[config.mk]
export PLATFORM = sky130hd
export DESIGN_NAME = noc_message_packetizer
export DESIGN_NICKNAME = d
export VERILOG_FILES = /design/src/rtl/nmp_pkg.sv /design/src/rtl/nmp_front.sv /design/src/rtl/nmp_cmdq.sv /design/src/rtl/nmp_back.sv /design/src/rtl/noc_message_packetizer.sv
export SDC_FILE = /design/constraint.sdc
export NUM_CORES = 1
export LEC_CHECK = 0
export BUFFER_PORTS_ARGS = -buffer_cell sky130_fd_sc_hd__buf_4
export CORE_MARGIN = 2
export CORE_UTILIZATION = 50
export CTS_CLUSTER_DIAMETER = 60
export DETAILED_ROUTE_END_ITERATION = 10
export GPL_TIMING_DRIVEN = 0
export PLACE_DENSITY = 0.71
export SLEW_MARGIN = 20
export SYNTH_ARGS = -nofsm -noshare
export SYNTH_HDL_FRONTEND = slang
export SYNTH_HIERARCHICAL = 1
export SYNTH_SLANG_ARGS = --single-unit
[constraint.sdc]
create_clock -name clk -period 8.2 [get_ports clk]
set_input_delay 0.82 -clock clk [delete_from_list [all_inputs] [get_ports clk]]
set_output_delay 0.82 -clock clk [all_outputs]
set_load 0.02 [all_outputs]
[src/rtl/nmp_pkg.sv]
// ----------------------------------------------------------------------------
// nmp_pkg
// Shared types and constants of the NoC message packetizer: the command word
// passed from the front end to the flit generator, and register indexes.
// ----------------------------------------------------------------------------
package nmp_pkg;

    // Default packet length in flits, header flits per packet
    localparam int PACKET_FLITS_DEF = 64;
    localparam int HEADER_FLITS     = 8;

    // Default depth of the command queue between front end and back end
    localparam int CMDQ_DEPTH_DEF = 4;

    // Filler flit for the tail of the last packet
    localparam logic [15:0] PAD_FLIT  = 16'hdead;
    localparam logic [15:0] ZERO_FLIT = 16'h0000;

    // Configuration register indexes
    localparam logic REG_LOCAL_CORE     = 1'b0;
    localparam logic REG_RECEIVER_SLOTS = 1'b1;

    // Header flit slots within a packet
    localparam logic [2:0] HDR_DEST_CORE = 3'd0;
    localparam logic [2:0] HDR_LENGTH    = 3'd1;
    localparam logic [2:0] HDR_SRC_CORE  = 3'd2;
    localparam logic [2:0] HDR_TASKS     = 3'd3;
    localparam logic [2:0] HDR_SIZE      = 3'd4;
    localparam logic [2:0] HDR_SEQ       = 3'd5;
    localparam logic [2:0] HDR_LAST      = 3'd7;

    // Kind of work the back end carries out for one input word
    typedef enum logic [1:0] {
        CMD_DATA   = 2'd0,   // optional headers, one data flit, optional padding
        CMD_EMPTY  = 2'd1,   // headers and padding only (zero-size message)
        CMD_REJECT = 2'd2    // single reject result
    } cmd_kind_t;

    typedef struct packed {
        cmd_kind_t   kind;
        logic        need_hdr;   // packet starts with this word
        logic        last;       // word ends the message
        logic [15:0] dest_core;
        logic [15:0] task_pair;
        logic [15:0] size_bytes;
        logic [15:0] seq_num;
        logic [15:0] data;
    } cmd_t;

endpackage

[src/rtl/nmp_front.sv]
// ----------------------------------------------------------------------------
// nmp_front
// Front end: accepts message words, tracks message and packet position, checks
// feasibility and turns each word it does not drop into one back-end command.
// ----------------------------------------------------------------------------
module nmp_front
    import nmp_pkg::*;
#(
    parameter int PACKET_FLITS = PACKET_FLITS_DEF
)
(
    input  logic        clk,
    input  logic        rst_n,
    input  logic        in_valid,
    output logic        in_ready,
    input  logic [15:0] dest_core,
    input  logic [7:0]  dest_task,
    input  logic [7:0]  src_task,
    input  logic [15:0] message_bytes,
    input  logic [15:0] data_word,
    input  logic        final_word,
    input  logic [7:0]  receiver_slots,
    input  logic        cmd_full,
    output logic        cmd_push,
    output cmd_t        cmd
);

    localparam int POS_W      = $clog2(PACKET_FLITS);
    localparam int PER_PACKET = 2 * (PACKET_FLITS - HEADER_FLITS);

    logic              in_message_reg, in_message_next;
    logic              discarding_reg, discarding_next;
    logic [15:0]       bytes_left_reg, bytes_left_next;
    logic [POS_W-1:0]  pos_reg, pos_next;
    logic [15:0]       seq_reg, seq_next;
    logic [15:0]       dest_reg, dest_next;
    logic [15:0]       pair_reg, pair_next;
    logic [15:0]       size_reg, size_next;

    logic              accept;
    logic [23:0]       size_limit;
    logic              infeasible;
    logic [15:0]       bl_base;
    logic [15:0]       bl_used;
    logic [POS_W-1:0]  pos_base;
    logic [15:0]       seq_base;
    logic [POS_W:0]    pos_sum;
    logic              need_hdr;
    logic              msg_end;

    assign in_ready = !cmd_full;
    assign accept   = in_valid && !cmd_full;

    // Reject when size / per_packet + 1 exceeds the slots
    assign size_limit = 24'(receiver_slots) * 24'(PER_PACKET);
    assign infeasible = {8'd0, message_bytes} >= size_limit;

    // First word of a message starts from its own descriptors
    assign bl_base  = (in_message_reg || discarding_reg) ? bytes_left_reg : message_bytes;
    assign pos_base = in_message_reg ? pos_reg : '0;
    assign seq_base = in_message_reg ? seq_reg : 16'd0;
    assign bl_used  = (bl_base >= 16'd2) ? (bl_base - 16'd2) : 16'd0;
    assign msg_end  = final_word || (bl_used == 16'd0);
    assign need_hdr = (pos_base == '0);
    assign pos_sum  = {1'b0, pos_base}
                    + (need_hdr ? (POS_W+1)'(HEADER_FLITS + 1) : (POS_W+1)'(1));

    // Classify the word and build its command
    always_comb
    begin
        in_message_next = in_message_reg;
        discarding_next = discarding_reg;
        bytes_left_next = bytes_left_reg;
        pos_next        = pos_reg;
        seq_next        = seq_reg;
        dest_next       = dest_reg;
        pair_next       = pair_reg;
        size_next       = size_reg;
        cmd_push        = 1'b0;
        cmd.kind        = CMD_DATA;
        cmd.need_hdr    = need_hdr;
        cmd.last        = msg_end;
        cmd.dest_core   = in_message_reg ? dest_reg : dest_core;
        cmd.task_pair   = in_message_reg ? pair_reg : {src_task, dest_task};
        cmd.size_bytes  = in_message_reg ? size_reg : message_bytes;
        cmd.seq_num     = need_hdr ? (seq_base + 16'd1) : seq_base;
        cmd.data        = data_word;

        if (accept)
        begin
            if (discarding_reg)
            begin
                // Drop words of a rejected message
                bytes_left_next = bl_used;
                if (msg_end)
                begin
                    discarding_next = 1'b0;
                end
            end
            else if (!in_message_reg && infeasible)
            begin
                cmd_push        = 1'b1;
                cmd.kind        = CMD_REJECT;
                bytes_left_next = bl_used;
                discarding_next = !msg_end;
                pos_next        = '0;
            end
            else if (!in_message_reg && (message_bytes == 16'd0))
            begin
                cmd_push     = 1'b1;
                cmd.kind     = CMD_EMPTY;
                cmd.need_hdr = 1'b1;
                cmd.last     = 1'b1;
                cmd.seq_num  = 16'd1;
                pos_next     = '0;
            end
            else
            begin
                // Data word, first of a message or a later one
                cmd_push        = 1'b1;
                dest_next       = cmd.dest_core;
                pair_next       = cmd.task_pair;
                size_next       = cmd.size_bytes;
                seq_next        = cmd.seq_num;
                bytes_left_next = bl_used;
                in_message_next = !msg_end;
                if (msg_end || (pos_sum == (POS_W+1)'(PACKET_FLITS)))
                begin
                    pos_next = '0;
                end
                else
                begin
                    pos_next = pos_sum[POS_W-1:0];
                end
            end
        end
    end

    // Hold message state
    always_ff @(posedge clk or negedge rst_n)
    begin
        if (!rst_n)
        begin
            in_message_reg <= 1'b0;
            discarding_reg <= 1'b0;
            bytes_left_reg <= '0;
            pos_reg        <= '0;
            seq_reg        <= '0;
        end
        else
        begin
            in_message_reg <= in_message_next;
            discarding_reg <= discarding_next;
            bytes_left_reg <= bytes_left_next;
            pos_reg        <= pos_next;
            seq_reg        <= seq_next;
        end
    end

    // Hold sampled descriptors
    always_ff @(posedge clk)
    begin
        dest_reg <= dest_next;
        pair_reg <= pair_next;
        size_reg <= size_next;
    end

endmodule

[src/rtl/nmp_cmdq.sv]
// ----------------------------------------------------------------------------
// nmp_cmdq
// Command queue: a short FIFO that decouples the front end from the flit
// generator, so that either side can stall on its own.
// ----------------------------------------------------------------------------
module nmp_cmdq
    import nmp_pkg::*;
#(
    parameter int DEPTH = CMDQ_DEPTH_DEF
)
(
    input  logic clk,
    input  logic rst_n,
    input  logic push,
    input  cmd_t push_cmd,
    output logic full,
    input  logic pop,
    output logic head_valid,
    output cmd_t head_cmd
);

    localparam int PTR_W = (DEPTH > 1) ? $clog2(DEPTH) : 1;
    localparam int CNT_W = $clog2(DEPTH + 1);

    cmd_t             entry_reg [DEPTH];
    logic [PTR_W-1:0] wr_ptr_reg, wr_ptr_next;
    logic [PTR_W-1:0] rd_ptr_reg, rd_ptr_next;
    logic [CNT_W-1:0] count_reg, count_next;
    logic             do_push;
    logic             do_pop;

    assign full       = (count_reg == CNT_W'(DEPTH));
    assign head_valid = (count_reg != '0);
    assign head_cmd   = entry_reg[rd_ptr_reg];
    assign do_push    = push && !full;
    assign do_pop     = pop && head_valid;

    // Advance pointers and fill count
    always_comb
    begin
        wr_ptr_next = wr_ptr_reg;
        rd_ptr_next = rd_ptr_reg;
        count_next  = count_reg;
        if (do_push)
        begin
            wr_ptr_next = (wr_ptr_reg == PTR_W'(DEPTH - 1)) ? '0 : wr_ptr_reg + 1'b1;
        end
        if (do_pop)
        begin
            rd_ptr_next = (rd_ptr_reg == PTR_W'(DEPTH - 1)) ? '0 : rd_ptr_reg + 1'b1;
        end
        if (do_push && !do_pop)
        begin
            count_next = count_reg + 1'b1;
        end
        else if (do_pop && !do_push)
        begin
            count_next = count_reg - 1'b1;
        end
    end

    always_ff @(posedge clk or negedge rst_n)
    begin
        if (!rst_n)
        begin
            wr_ptr_reg <= '0;
            rd_ptr_reg <= '0;
            count_reg  <= '0;
        end
        else
        begin
            wr_ptr_reg <= wr_ptr_next;
            rd_ptr_reg <= rd_ptr_next;
            count_reg  <= count_next;
        end
    end

    // Store pushed commands
    always_ff @(posedge clk)
    begin
        if (do_push)
        begin
            entry_reg[wr_ptr_reg] <= push_cmd;
        end
    end

endmodule

[src/rtl/nmp_back.sv]
// ----------------------------------------------------------------------------
// nmp_back
// Flit generator: expands the queue head command into header, data, padding
// or reject flits, one per cycle unless stalled, to a registered output stage.
// ----------------------------------------------------------------------------
module nmp_back
    import nmp_pkg::*;
#(
    parameter int PACKET_FLITS = PACKET_FLITS_DEF
)
(
    input  logic        clk,
    input  logic        rst_n,
    input  logic [15:0] local_core,
    input  logic        head_valid,
    input  cmd_t        head_cmd,
    output logic        pop,
    output logic        out_valid,
    input  logic        out_ready,
    output logic [15:0] flit,
    output logic        packet_done,
    output logic        message_done,
    output logic        outcome
);

    localparam int POS_W = $clog2(PACKET_FLITS);

    typedef enum logic [3:0] {
        PH_FIRST = 4'b0001,
        PH_HDR   = 4'b0010,
        PH_DATA  = 4'b0100,
        PH_PAD   = 4'b1000
    } phase_t;

    phase_t           phase_reg, phase_next;
    logic [2:0]       hdr_idx_reg, hdr_idx_next;
    logic [POS_W-1:0] pos_reg, pos_next;
    logic             out_valid_reg;
    logic [15:0]      flit_reg;
    logic             pd_reg, md_reg, oc_reg;

    logic             can_load;
    logic             emit;
    logic             wrap;
    logic [POS_W-1:0] pos_inc;
    logic [15:0]      gen_flit;
    logic             gen_pd, gen_md, gen_oc;
    logic             cmd_done;

    // Select header flit by slot
    function automatic logic [15:0] header_flit(input logic [2:0] idx, input cmd_t c,
                                                input logic [15:0] src_core);
        logic [15:0] f;
        case (idx)
            HDR_DEST_CORE: f = c.dest_core;
            HDR_LENGTH:    f = 16'(PACKET_FLITS - 2);
            HDR_SRC_CORE:  f = src_core;
            HDR_TASKS:     f = c.task_pair;
            HDR_SIZE:      f = c.size_bytes;
            HDR_SEQ:       f = c.seq_num;
            default:       f = ZERO_FLIT;
        endcase
        return f;
    endfunction

    assign can_load = !out_valid_reg || out_ready;
    assign emit     = can_load && head_valid;
    assign wrap     = (pos_reg == POS_W'(PACKET_FLITS - 1));
    assign pos_inc  = wrap ? '0 : pos_reg + 1'b1;
    assign pop      = emit && cmd_done;

    // Produce the next flit of the head command
    always_comb
    begin
        phase_next   = phase_reg;
        hdr_idx_next = hdr_idx_reg;
        pos_next     = pos_inc;
        gen_flit     = head_cmd.data;
        gen_pd       = wrap;
        gen_md       = 1'b0;
        gen_oc       = 1'b0;
        cmd_done     = 1'b0;
        case (phase_reg)
            PH_FIRST:
            begin
                if (head_cmd.kind == CMD_REJECT)
                begin
                    gen_flit = ZERO_FLIT;
                    gen_pd   = 1'b0;
                    gen_md   = head_cmd.last;
                    gen_oc   = 1'b1;
                    pos_next = pos_reg;
                    cmd_done = 1'b1;
                end
                else if (head_cmd.need_hdr)
                begin
                    gen_flit     = header_flit(HDR_DEST_CORE, head_cmd, local_core);
                    hdr_idx_next = HDR_DEST_CORE + 3'd1;
                    phase_next   = PH_HDR;
                end
                else if (head_cmd.last && !wrap)
                begin
                    phase_next = PH_PAD;
                end
                else
                begin
                    gen_md   = head_cmd.last;
                    cmd_done = 1'b1;
                end
            end
            PH_HDR:
            begin
                gen_flit     = header_flit(hdr_idx_reg, head_cmd, local_core);
                hdr_idx_next = hdr_idx_reg + 3'd1;
                if (hdr_idx_reg == HDR_LAST)
                begin
                    phase_next = (head_cmd.kind == CMD_EMPTY) ? PH_PAD : PH_DATA;
                end
            end
            PH_DATA:
            begin
                if (head_cmd.last && !wrap)
                begin
                    phase_next = PH_PAD;
                end
                else
                begin
                    gen_md     = head_cmd.last;
                    cmd_done   = 1'b1;
                    phase_next = PH_FIRST;
                end
            end
            PH_PAD:
            begin
                gen_flit = PAD_FLIT;
                if (wrap)
                begin
                    gen_md     = 1'b1;
                    cmd_done   = 1'b1;
                    phase_next = PH_FIRST;
                end
            end
            default:
            begin
                phase_next = PH_FIRST;
                pos_next   = pos_reg;
            end
        endcase
    end

    // Advance generator state on each emitted flit
    always_ff @(posedge clk or negedge rst_n)
    begin
        if (!rst_n)
        begin
            phase_reg     <= PH_FIRST;
            hdr_idx_reg   <= '0;
            pos_reg       <= '0;
            out_valid_reg <= 1'b0;
        end
        else
        begin
            if (emit)
            begin
                phase_reg   <= phase_next;
                hdr_idx_reg <= hdr_idx_next;
                pos_reg     <= pos_next;
            end
            if (can_load)
            begin
                out_valid_reg <= head_valid;
            end
        end
    end

    // Load output register
    always_ff @(posedge clk)
    begin
        if (emit)
        begin
            flit_reg <= gen_flit;
            pd_reg   <= gen_pd;
            md_reg   <= gen_md;
            oc_reg   <= gen_oc;
        end
    end

    assign out_valid    = out_valid_reg;
    assign flit         = flit_reg;
    assign packet_done  = pd_reg;
    assign message_done = md_reg;
    assign outcome      = oc_reg;

endmodule

[src/rtl/noc_message_packetizer.sv]
// ----------------------------------------------------------------------------
// noc_message_packetizer
// Splits messages into fixed-size 16-bit NoC packets with header flits.
// ----------------------------------------------------------------------------
// Usage:
//   s_* carries message words: descriptors in s_tdata are sampled on the
//   first word of a message, s_tlast marks its last word. m_* carries flits
//   toward the network; m_tlast marks the last flit of a packet, m_tuser
//   flags the end of a message and a rejected message.
//   cfg_we/cfg_index/cfg_data write local_core (0) and receiver_slots (1);
//   write them only while no message is in flight.
// Timing:
//   A word is accepted when the command queue has room. Its first result
//   passes through the command queue and the output register to m_*. The flit
//   generator issues one flit per cycle while m_tready allows, so a word yields
//   1 flit, 9 flits when it opens a packet, and up to PACKET_FLITS at message end
//   with padding. Output bandwidth of the generator sets the sustained rate;
//   the CMDQ_DEPTH-entry queue absorbs header and padding bursts.
// Reset: all message state clears, no message is open, local_core = 0,
//   receiver_slots = 8. A stalled m_tready holds the output flit; the queue
//   then fills and s_tready drops.
// ----------------------------------------------------------------------------
module noc_message_packetizer
    import nmp_pkg::*;
#(
    parameter int PACKET_FLITS = PACKET_FLITS_DEF,
    parameter int CMDQ_DEPTH   = CMDQ_DEPTH_DEF
)
(
    input  logic        clk,
    input  logic        rst_n,
    input  logic        s_tvalid,
    output logic        s_tready,
    input  logic [63:0] s_tdata,    // dest_core, dest_task, src_task, message_bytes, data_word
    input  logic        s_tlast,    // final_word
    output logic        m_tvalid,
    input  logic        m_tready,
    output logic [15:0] m_tdata,    // flit
    output logic        m_tlast,    // packet_done
    output logic [1:0]  m_tuser,    // message_done, outcome
    input  logic        cfg_we,
    input  logic        cfg_index,
    input  logic [15:0] cfg_data
);

    logic [15:0] local_core_reg;
    logic [7:0]  slots_reg;

    logic        cmd_push;
    logic        cmd_full;
    cmd_t        cmd;
    logic        head_valid;
    cmd_t        head_cmd;
    logic        head_pop;
    logic        msg_done;
    logic        reject;

    // Configuration registers
    always_ff @(posedge clk or negedge rst_n)
    begin
        if (!rst_n)
        begin
            local_core_reg <= 16'd0;
            slots_reg      <= 8'd8;
        end
        else if (cfg_we)
        begin
            case (cfg_index)
                REG_LOCAL_CORE:     local_core_reg <= cfg_data;
                REG_RECEIVER_SLOTS: slots_reg      <= cfg_data[7:0];
                default:            local_core_reg <= local_core_reg;
            endcase
        end
    end

    nmp_front #(
        .PACKET_FLITS   (PACKET_FLITS)
    ) u_front (
        .clk            (clk),
        .rst_n          (rst_n),
        .in_valid       (s_tvalid),
        .in_ready       (s_tready),
        .dest_core      (s_tdata[15:0]),
        .dest_task      (s_tdata[23:16]),
        .src_task       (s_tdata[31:24]),
        .message_bytes  (s_tdata[47:32]),
        .data_word      (s_tdata[63:48]),
        .final_word     (s_tlast),
        .receiver_slots (slots_reg),
        .cmd_full       (cmd_full),
        .cmd_push       (cmd_push),
        .cmd            (cmd)
    );

    nmp_cmdq #(
        .DEPTH          (CMDQ_DEPTH)
    ) u_cmdq (
        .clk            (clk),
        .rst_n          (rst_n),
        .push           (cmd_push),
        .push_cmd       (cmd),
        .full           (cmd_full),
        .pop            (head_pop),
        .head_valid     (head_valid),
        .head_cmd       (head_cmd)
    );

    nmp_back #(
        .PACKET_FLITS   (PACKET_FLITS)
    ) u_back (
        .clk            (clk),
        .rst_n          (rst_n),
        .local_core     (local_core_reg),
        .head_valid     (head_valid),
        .head_cmd       (head_cmd),
        .pop            (head_pop),
        .out_valid      (m_tvalid),
        .out_ready      (m_tready),
        .flit           (m_tdata),
        .packet_done    (m_tlast),
        .message_done   (msg_done),
        .outcome        (reject)
    );

    assign m_tuser = {reject, msg_done};

endmodule

=== Word level (Yosys, flattened, before mapping) ===
Memory sizes are Yosys's and may differ from the RTL's.
Cells that the tools add are included.

* RAM bits: 336
* Flip-flop bits (word level): 152
* Memories kept: 1
* Output and inout bits: 21
* Input port bits: 87

{| class="wikitable"
|+ Memory list
! name !! words !! bits a word !! read ports !! clocked after memory_dff !! wr ports !! RTL line !! source
|-
| u_cmdq.entry_reg || 4 || 84 || 1 || 0 || 1 || nmp_cmdq.sv:25 || <nowiki>cmd_t entry_reg [DEPTH];</nowiki>
|}

* Multiply operators: 1
* Add/subtract/negate cells: 9
* Equal/unequal tests: 23
* Bitwise logic cells: 4
* Reduce and logical (&&, ||, !) cells: 38
* Magnitude comparators: 2
* Mux-type cells: 65

{| class="wikitable"
|+ Operator list
! kind !! count
|-
| $mux 16 || 16
|-
| $pmux 16 s6 || 1
|-
| $pmux 16 s3 || 1
|-
| $mux 4 || 10
|-
| $mux 6 || 6
|-
| $logic_not 16->1 || 2
|-
| $mux 1 || 17
|-
| $add 16x1->16 const B || 1
|-
| $ge 16x15->1 || 1
|-
| $ge 16x2->1 const B || 1
|-
| $pmux 4 s4 || 1
|-
| $sub 16x2->16 const B || 1
|-
| $mux 3 || 5
|-
| $eq 3x3->1 const B || 4
|-
| $pmux 6 s2 || 1
|-
| $mul 8x3->11 const B || 1
|-
| $logic_and 1x1->1 || 10
|-
| $mux 2 || 4
|-
| $reduce_and 2->1 || 4
|-
| $reduce_and 4->1 || 2
|-
| $add 6x7->7 || 1
|-
| $eq 7x7->1 const B || 1
|-
| $logic_not 1->1 || 7
|-
| $add 3x1->3 const B || 2
|-
| other kinds (27) || 42
|}

=== Logic depth before layout (Yosys ltp) ===
Gate-level depths: netlist of run 1.

* Depth in word-level cells: 12
* Gate-level depth with buffers: 21

=== Cells and area by module ===
Netlist of run 1, hierarchy kept.

{| class="wikitable"
|+ By module, submodules not included
! module !! times used !! area each (sq um) !! cells an instance
|-
| nmp_cmdq || 1 || 12593.3 || 476
|-
| nmp_front || 1 || 5866.9 || 582
|-
| nmp_back || 1 || 2336.0 || 229
|-
| noc_message_packetizer || 1 || 960.9 || 54
|}

=== Worst setup path after synthesis of run 1 ===
Ideal clock, no wire load.

* Path kind: register to register
* From: register slots_reg[0]
* To: register u_front.dest_reg[0], enable pin
* Arrival time: 4.924 ns
* Stages on the path, launching flop included: 20
* Slack: 2.845 ns
* Period minus slack after synthesis: 5.355 ns
* Setup time: 0.431 ns
* Cells stage by stage: dfrtp_1 fa_1 ha_1 fa_1 a21oi_1 nor2_1 nor2_1 o21bai_1 a21oi_1 o21bai_1 a21oi_1 ha_1 nand4_1 o41ai_1 a31oi_1 o21ai_1 nor2_1 a21oi_2 inv_2 buf_1

* Cells in the longest elaborated chain, start to end: 5

{| class="wikitable"
|+ Ends and longest elaborated chain
! what !! RTL line !! source
|-
| from (decl) || noc_message_packetizer.sv:47 || <nowiki>logic [7:0] slots_reg;</nowiki>
|-
| from (signal assigned) || noc_message_packetizer.sv:70 || <nowiki>REG_RECEIVER_SLOTS: slots_reg <= cfg_data[7:0];</nowiki>
|-
| $mul 8x3->11 || nmp_front.sv:55 || <nowiki>assign size_limit = 24'(receiver_slots) * 24'(PER_PACKET);</nowiki>
|-
| $ge 16x15->1 || nmp_front.sv:56 || <nowiki>assign infeasible = {8'd0, message_bytes} >= size_limit;</nowiki>
|-
| $logic_and 1x1->1 || nmp_front.sv:100 || <nowiki>else if (!in_message_reg && infeasible)</nowiki>
|-
| $not 1->1 (no line) || -- ||
|-
| $reduce_and 4->1 (no line) || -- ||
|-
| to (signal assigned) || nmp_front.sv:163 || <nowiki>dest_reg <= dest_next;</nowiki>
|-
| to (decl) || nmp_front.sv:36 || <nowiki>logic [15:0] dest_reg, dest_next;</nowiki>
|}

No other way between the ends.
A chain may end at the register's enable or synchronous reset.

=== Worst setup path after layout of run 1 ===
* From: register slots_reg[0]
* To: register u_front.size_reg[13], enable pin

* Cells in the longest elaborated chain, start to end: 5

{| class="wikitable"
|+ Ends and longest elaborated chain
! what !! RTL line !! source
|-
| $mul 8x3->11 || nmp_front.sv:55 ||
|-
| $ge 16x15->1 || nmp_front.sv:56 ||
|-
| $logic_and 1x1->1 || nmp_front.sv:100 ||
|-
| $not 1->1 (no line) || -- ||
|-
| $reduce_and 4->1 (no line) || -- ||
|-
| to (signal assigned) || nmp_front.sv:165 || <nowiki>size_reg <= size_next;</nowiki>
|-
| to (decl) || nmp_front.sv:38 || <nowiki>logic [15:0] size_reg, size_next;</nowiki>
|}

No other way between the ends.

==> results of run 1 <==
power by group through the flow:
stage	Combinational (mW)	Clock (mW)	Sequential [mW]
3_5_place_dp	3.13	0	3.59
2_1_floorplan	2.11	0	3.60
3_3_place_gp	3.02	0	3.62
5_1_grt	3.41	2.44	3.59
4_1_cts	3.16	2.35	3.55
6_report	3.15	2.30	3.55
layout by cell type (no fill, tap or decap), types with 9 or more instances in the layout:
master     count
a21oi_1       32
xor2_1        15
xnor2_1       19
buf_2         17
clkinv_2      11
o21ai_1       10
inv_1         30
mux2_2        64
buf_4        115
mux2i_1       16
nor2_1        53
nor3_1        15
a222oi_1       9
o21ai_0       38
nor2b_1       12
fa_1           9
mux2_4        12
a22o_1        14
nand2_1       92
dfrtp_1       83
ha_1          39
clkbuf_16     51
a221o_1       12
mux4_2        84
o31ai_1       10
clkbuf_1      36
nand2b_1      11
edfxtp_1     403
nand3_1       24
critical path: stages, from the launching register on:
cell and delay [ns]:
dfrtp_1 0.46, fa_1 0.52, ha_1 0.25, fa_1 0.46
a21oi_1 0.14, nor2_1 0.05, nor2_1 0.17, o21bai_1 0.09
a21oi_1 0.22, o21bai_1 0.09, a21oi_1 0.22, ha_1 0.29
nand4_1 0.11, o41ai_1 0.08, a31oi_1 0.13, o21ai_1 0.24
nor2_1 0.20, a21oi_2 0.08, inv_2 0.21, buf_2 0.55
buf_12 0.27
through the flow:
| stage | cell area (sq um) | utilization | std cells | hold WS, ns | worst slack [ns] |
|---|---|---|---|---|---|
| 6_report | 25100 | 0.583 | 2119 | 0.301 | 3.01 |
| 2_1_floorplan | 21800 | - | 1341 | 0.435 | 2.84 |
| 3_5_place_dp | 23400 | 0.544 | 2025 | 0.459 | 3.07 |
| 3_3_place_gp | 23200 | 0.539 | 2017 | 0.458 | 1.00 |
| 4_1_cts | 25100 | 0.583 | 2119 | 0.349 | 3.03 |
| 5_1_grt | 25100 | 0.583 | 2119 | 0.381 | 2.52 |
worst paths after layout:
| check | startpoint | end | slack [ns] | cells past startpoint |
|---|---|---|---|---|
| worst min register to register | u_back/pos_reg[4]$_DFFE_PN0P_ | u_back/pos_reg[4]$_DFFE_PN0P_ | 0.47 | 1 |
| worst max register to register | slots_reg[0]$_DFFE_PN0P_ | u_front/size_reg[13]$_DFFE_PP_ | 3.01 | 20 |
| min in group clk | s_tdata[50] | u_cmdq/entry_reg[1][2]$_DFFE_PP_ | 0.43 | 1 |
| max in group asynchronous | rst_n | local_core_reg[10]$_DFFE_PN0P_ | 7.26 | 1 |
| worst min-delay path | rst_n | u_front/bytes_left_reg[7]$_DFFE_PN0P_ | 0.30 | 1 |
| worst max-delay path | slots_reg[0]$_DFFE_PN0P_ | u_front/size_reg[13]$_DFFE_PP_ | 3.01 | 20 |
metal layers:
layer | global-route usage | wire length (um) | part of all wire | up-vias
li1 | - | - | - | 5584
met2 | 0.372 | 24700 | 0.49 | 475
met3 | 0.0368 | 3150 | 0.062 | 99
met4 | 0.0868 | 1690 | 0.033 | 0
met1 | 0.322 | 21400 | 0.42 | 6521
met5 | 0 | 0 | 0 | -
cells in the mapped netlist, types with 9 or more instances:
cell and number:
ha_1 39, mux2_2 64, o21ai_0 38, a222oi_1 9
a221o_1 12, inv_1 30, mux4_2 84, a22o_1 14
edfxtp_1 403, nor3_1 15, o21ai_1 10, a21oi_1 32
nand2b_1 11, nor2b_1 12, o31ai_1 10, xor2_1 15
buf_4 25, nand2_1 92, and2_1 12, nand3_1 24
mux2i_1 16, buf_2 16, xnor2_1 19, nor2_1 53
mux2_4 12, clkbuf_1 23, fa_1 9, dfrtp_1 83
cell type report:
cell class                 instances  area, sq um  share of cell area
sequential                       488        14200               0.568
multi-input combinational        741         6890               0.275
clock buffer                      69         1390              0.0556
timing repair buffer              99          885              0.0353
tap                              585          732              0.0292
buffer                            81          529              0.0211
clock inverter                    25          287              0.0114
inverter                          31          116             0.00464
cells by family after synthesis:
logic type,Yosys count
flip-flops,488
AND/OR/NAND/NOR,266
AO/OA/AOI/OAI,212
multiplexers,181
buffers and inverters,112
adder cells (fa/ha/maj),48
XOR/XNOR,34
==> flow_metrics.env, run 1 <==
export IMPL_status="completed"
export IMPL_fp_coreArea_sq_um=43000
export IMPL_post_drt_wl_per_cell_um=24.0
export IMPL_power_frac_clock=0.256
export IMPL_critPathCaptureType="flip-flop"
export IMPL_slew_viol_final=0
export IMPL_num_rows=76
export IMPL_gp_congestion=0.910
export IMPL_grt_pass1_wl_mm=77.4
export IMPL_nFillCells=3278
export IMPL_final_hold_violation_count=0
export IMPL_netlist_area_sq_um=21800
export IMPL_grt_usage=0.232
export IMPL_syn_nets=1476
export IMPL_seq_power_share=0.394
export IMPL_synth_xor_area_frac=0.0137
export IMPL_largest_reg_flops=336
export IMPL_power_leakage_nw=8.88
export IMPL_p_comb_frac=0.350
export IMPL_io_buffers=91
export IMPL_ant_nets=0
export IMPL_via_per_inst=5.98
export IMPL_start_kind="flip-flop"
export IMPL_first_pass_iters=5
export IMPL_synth_distinct_cells=80
export IMPL_cap_violations=0
export IMPL_arrival_ns=5.47
export IMPL_tns_ns=0
export IMPL_cts_reportedPaths_clkPinSlew_ns=0.06
export IMPL_vias=12700
export IMPL_antenna_found_initial=0
export IMPL_synth_flop_cell="edfxtp_1"
export IMPL_die_w_um=213
export IMPL_grt_overflow=0
export IMPL_cp_required_ns=8.48
export IMPL_numClockSinks=488
export IMPL_cp_max_fo=23
export IMPL_synthMuxAreaShare=0.138
export IMPL_start_util=0.506
export IMPL_slew_limit_headroom=0.247
export IMPL_avgSynthCellArea_sq_um=16.2
export IMPL_drtIter0Drc=1342
export IMPL_period_share=0.633
export IMPL_synth_top_family_by_area="multiplexers"
export IMPL_postCtsSetupBuffers=0
export IMPL_ys_async_sr_fraction=0.174
export IMPL_syn_inst=1341
export IMPL_max_freq_ghz=0.193
export IMPL_internal_power_mw=6.01
export IMPL_cts_buffers=50
export IMPL_cts_htree_levels=2
export IMPL_yosysTopAreaCellShare=0.556
export IMPL_dieHeight_um=213
export IMPL_insertion_delay_ns=0.59
export IMPL_postCtsHoldBufs=0
export IMPL_worstSetupPathType="flip-flop to flip-flop"
export IMPL_pin_count=108
export IMPL_grt_start_max_net_pins=86
export IMPL_power_density_nw_per_um2=359
export IMPL_grt_pass1_vias=12800
export IMPL_clockRootBuffer="clkbuf_16"
export IMPL_drc=0
export IMPL_setup_viol=0
export IMPL_skew_ns=0.0165
export IMPL_peakVddDrop_v=0.000170
export IMPL_fin_nets=1627
export IMPL_yosysSeqAreaShare=0.654
export IMPL_synth_compound_area_frac=0.0722
export IMPL_ctsResizeCount=0
export IMPL_hold_class="input port to async pin"
export IMPL_synth_edf_count=403
export IMPL_area_growth_pct=15.2
export IMPL_synthSimpleGateAreaFrac=0.0614
export IMPL_synth_yosys_warnings=6
export IMPL_clockBufferDepth=3
export IMPL_yosys_area_top_type="edfxtp_1"
export IMPL_synthAdderAreaFrac=0.0307
export IMPL_tightest_slew_ns=1.12
export IMPL_switchingPower_mw=2.99
export IMPL_cts_tree="built"
export IMPL_drive_gt1_frac=0.270
export IMPL_rsz0062_at_grt="false"
export IMPL_antennaDiodeCount=0
export IMPL_final_min_clock_period_ns=5.19
export IMPL_dp_hpwl_mm=34.1
export IMPL_synth_seq_cells=488
export IMPL_power_mw=9.00
export IMPL_wl_mm=50.9
export IMPL_switching_share=0.332
export IMPL_synth_area_top_cells="edfxtp_1, dfrtp_1, mux4_2"
export IMPL_die_area_sq_um=45200
No activity file was read; power rests on OpenSTA's default activity.
==> inputs of run 2 (changes only) <==
PLACE_DENSITY = 0.74   (was 0.71)
clock period = 4.6 ns   (was 8.2 ns; I/O delays follow)
==> run 2 against run 1 <==
Compared with the run above:
- wire length is 1.1% higher
- first-iteration DRC count is 8.3% lower
- via count is 0.76% higher
- count of clock-buffer cells in the layout is 3 lower
- sequential share of layout area is 0.19 points lower
- sequential power is 78% higher
- critical path type unchanged
==> flow_metrics.env, run 2 (synthesized netlist as in run 1, its figures left out) <==
export IMPL_status="completed"
export IMPL_fp_coreArea_sq_um=43000
export IMPL_cap_violations=0
export IMPL_start_util=0.506
export IMPL_hold_path_end="u_cmdq/entry_reg[1][7]$_DFFE_PP_"
export IMPL_drtIter0Drc=1230
export IMPL_numClockSinks=488
export IMPL_seq_power_share=0.398
export IMPL_largest_reg_flops=336
export IMPL_pin_count=108
export IMPL_slew_limit_headroom=0.271
export IMPL_wl_mm=51.5
export IMPL_grt_usage=0.232
export IMPL_final_hold_violation_count=0
export IMPL_place_ws_ns=-0.460
export IMPL_insertion_delay_ns=0.58
export IMPL_min_path_cells=1
export IMPL_drc=0
export IMPL_switchingPower_mw=5.37
export IMPL_area_growth_pct=15.6
export IMPL_power_frac_clock=0.238
export IMPL_drive_gt1_frac=0.287
export IMPL_p_comb_frac=0.364
export IMPL_via_per_inst=6.00
export IMPL_vias=12800
export IMPL_dieHeight_um=213
export IMPL_grt_pass1_wl_mm=77.4
export IMPL_antennaDiodeCount=0
export IMPL_grt_overflow=0
export IMPL_crit_chain="fa_1, ha_2, fa_2, a21oi_2, nor2_1, nor2_2, o21bai_1, a21oi_2, o21bai_1, a21oi_1, ha_1, nand4_1, o41ai_2, a31oi_2, o21ai_4, o31ai_4, nor2_2, a221o_1, a32o_1"
export IMPL_period_share=0.976
export IMPL_worstSetupPathType="flip-flop to flip-flop"
export IMPL_r2r_end="u_front/bytes_left_reg[14]$_DFFE_PN0P_"
export IMPL_worstHoldStart="s_tdata[55]"
export IMPL_mostFrequentLayoutCell="edfxtp_1"
export IMPL_power_density_nw_per_um2=633
export IMPL_clockBufferDepth=3
export IMPL_power_mw=15.9
export IMPL_clockRootBuffer="clkbuf_16"
export IMPL_max_freq_ghz=0.223
export IMPL_cp_required_ns=5.06
export IMPL_design_area_sq_um=25200
export IMPL_worst_path_buf_inv=0
export IMPL_cp_max_fo=6
export IMPL_num_rows=76
export IMPL_skew_ns=0.0110
export IMPL_ff2ff_setup_slack_ns=0.11
export IMPL_r2r_start="slots_reg[1]$_DFFE_PN0P_"
export IMPL_post_dp_cell_area_sq_um=23400
export IMPL_power_leakage_nw=8.88
export IMPL_slowest_stage="fa_1"
export IMPL_crit_path_max_incr_delay_ns=0.48
export IMPL_peakVddDrop_v=0.000276
export IMPL_ant_nets=0
export IMPL_hold_class="input port to flip-flop"
export IMPL_grt_start_max_net_pins=86
export IMPL_r2r_cells=19
export IMPL_fin_nets=1641
export IMPL_cts_htree_levels=2
export IMPL_internal_power_mw=10.5
export IMPL_fin_ws_ns=0.110
export IMPL_switching_share=0.338
export IMPL_first_pass_iters=6
export IMPL_cts_reportedPaths_clkPinSlew_ns=0.06
export IMPL_dp_hpwl_mm=33.7
export IMPL_die_w_um=213
export IMPL_start_kind="flip-flop"
export IMPL_tns_ns=0
export IMPL_arrival_ns=4.95
export IMPL_rsz0062_at_grt="true"
export IMPL_cts_tree="built"
export IMPL_io_buffers=91
export IMPL_antenna_found_initial=0
export IMPL_layout_common_cells="edfxtp_1, buf_4, nand2_1"
export IMPL_slew_viol_final=0
export IMPL_critPathCaptureType="flip-flop"
export IMPL_crit_start="slots_reg[1]$_DFFE_PN0P_"
export IMPL_grt_pass1_vias=12700
export IMPL_gp_congestion=0.900
export IMPL_final_min_clock_period_ns=4.49
export IMPL_setup_viol=0
export IMPL_tightest_slew_ns=1.09
export IMPL_cts_buffers=48
export IMPL_post_drt_wl_per_cell_um=24.2
export IMPL_die_area_sq_um=45200
export IMPL_path_delay_family="compound AO/OA/AOI/OAI gates"
run 2: how the worst max path moves through the flow:
stage                                                   endpoint  slack [ns]  depth (start not counted)
after floorplan                    u_front/dest_reg[0]$_DFFE_PP_        0.10                         19
after global placement         u_cmdq/entry_reg[0][52]$_DFFE_PP_       -1.30                          7
after detailed placement           u_front/pair_reg[1]$_DFFE_PP_       -0.46                         19
after CTS                         u_front/dest_reg[15]$_DFFE_PP_        0.02                         20
after global routing      u_front/bytes_left_reg[14]$_DFFE_PN0P_       -0.05                         19
final                     u_front/bytes_left_reg[14]$_DFFE_PN0P_        0.11                         19
run 2: area by class of cell:
class,instances,area (sq um)
inverter,31,121
buffer,81,554
tap,585,732
clock inverter,22,178
fill,3230,17800
timing repair buffer,115,1020
sequential,488,14200
multi-input combinational,741,6980
clock buffer,66,1340
run 2: routing by layer:
metal  wire length (um)  up-vias  global-route usage  share of wire
li1                   -     5594                   -              -
met1              22000     6606               0.327           0.43
met2              24900      483               0.375           0.48
met3               3330       92              0.0391          0.065
met4               1250        0              0.0634          0.024
met5                  0        -                   0              0
run 2: worst register-to-register path: cells and delay by family, from the launching register on:
family / cells / cell delay (ns)
AOI/OAI and AO/OA: 11 / 2.08
adders and majority gates: 4 / 1.40
DFF: 1 / 0.45
and+or+nand+nor: 4 / 0.45
run 2: repair_timing:
action,4_1_cts,5_1_grt
pin swaps,3,12
gates resized for setup,16,23
hold endpoints to repair,9,0
hold buffers,1,0
setup buffers,6,8
setup endpoints to repair,102,101
cloned,1,1
run 2: power by group through the flow:
stage	sequential, mW	clock (mW)	combinational, mW
6_report	6.33	3.79	5.79
5_1_grt	6.40	4.00	6.22
4_1_cts	6.32	3.85	5.68
3_5_place_dp	6.40	0	5.55
3_3_place_gp	6.44	0	5.36
2_1_floorplan	6.41	0	3.77
run 2: stage by stage:
stage                     std cells  utilization  hold slack, ns
after floorplan                1341            -           0.164
after global placement         2017        0.539           0.458
after detailed placement       2024        0.543           0.472
after CTS                      2120        0.582          0.0605
after global routing           2129        0.585          0.0649
final                          2129        0.585          0.0843
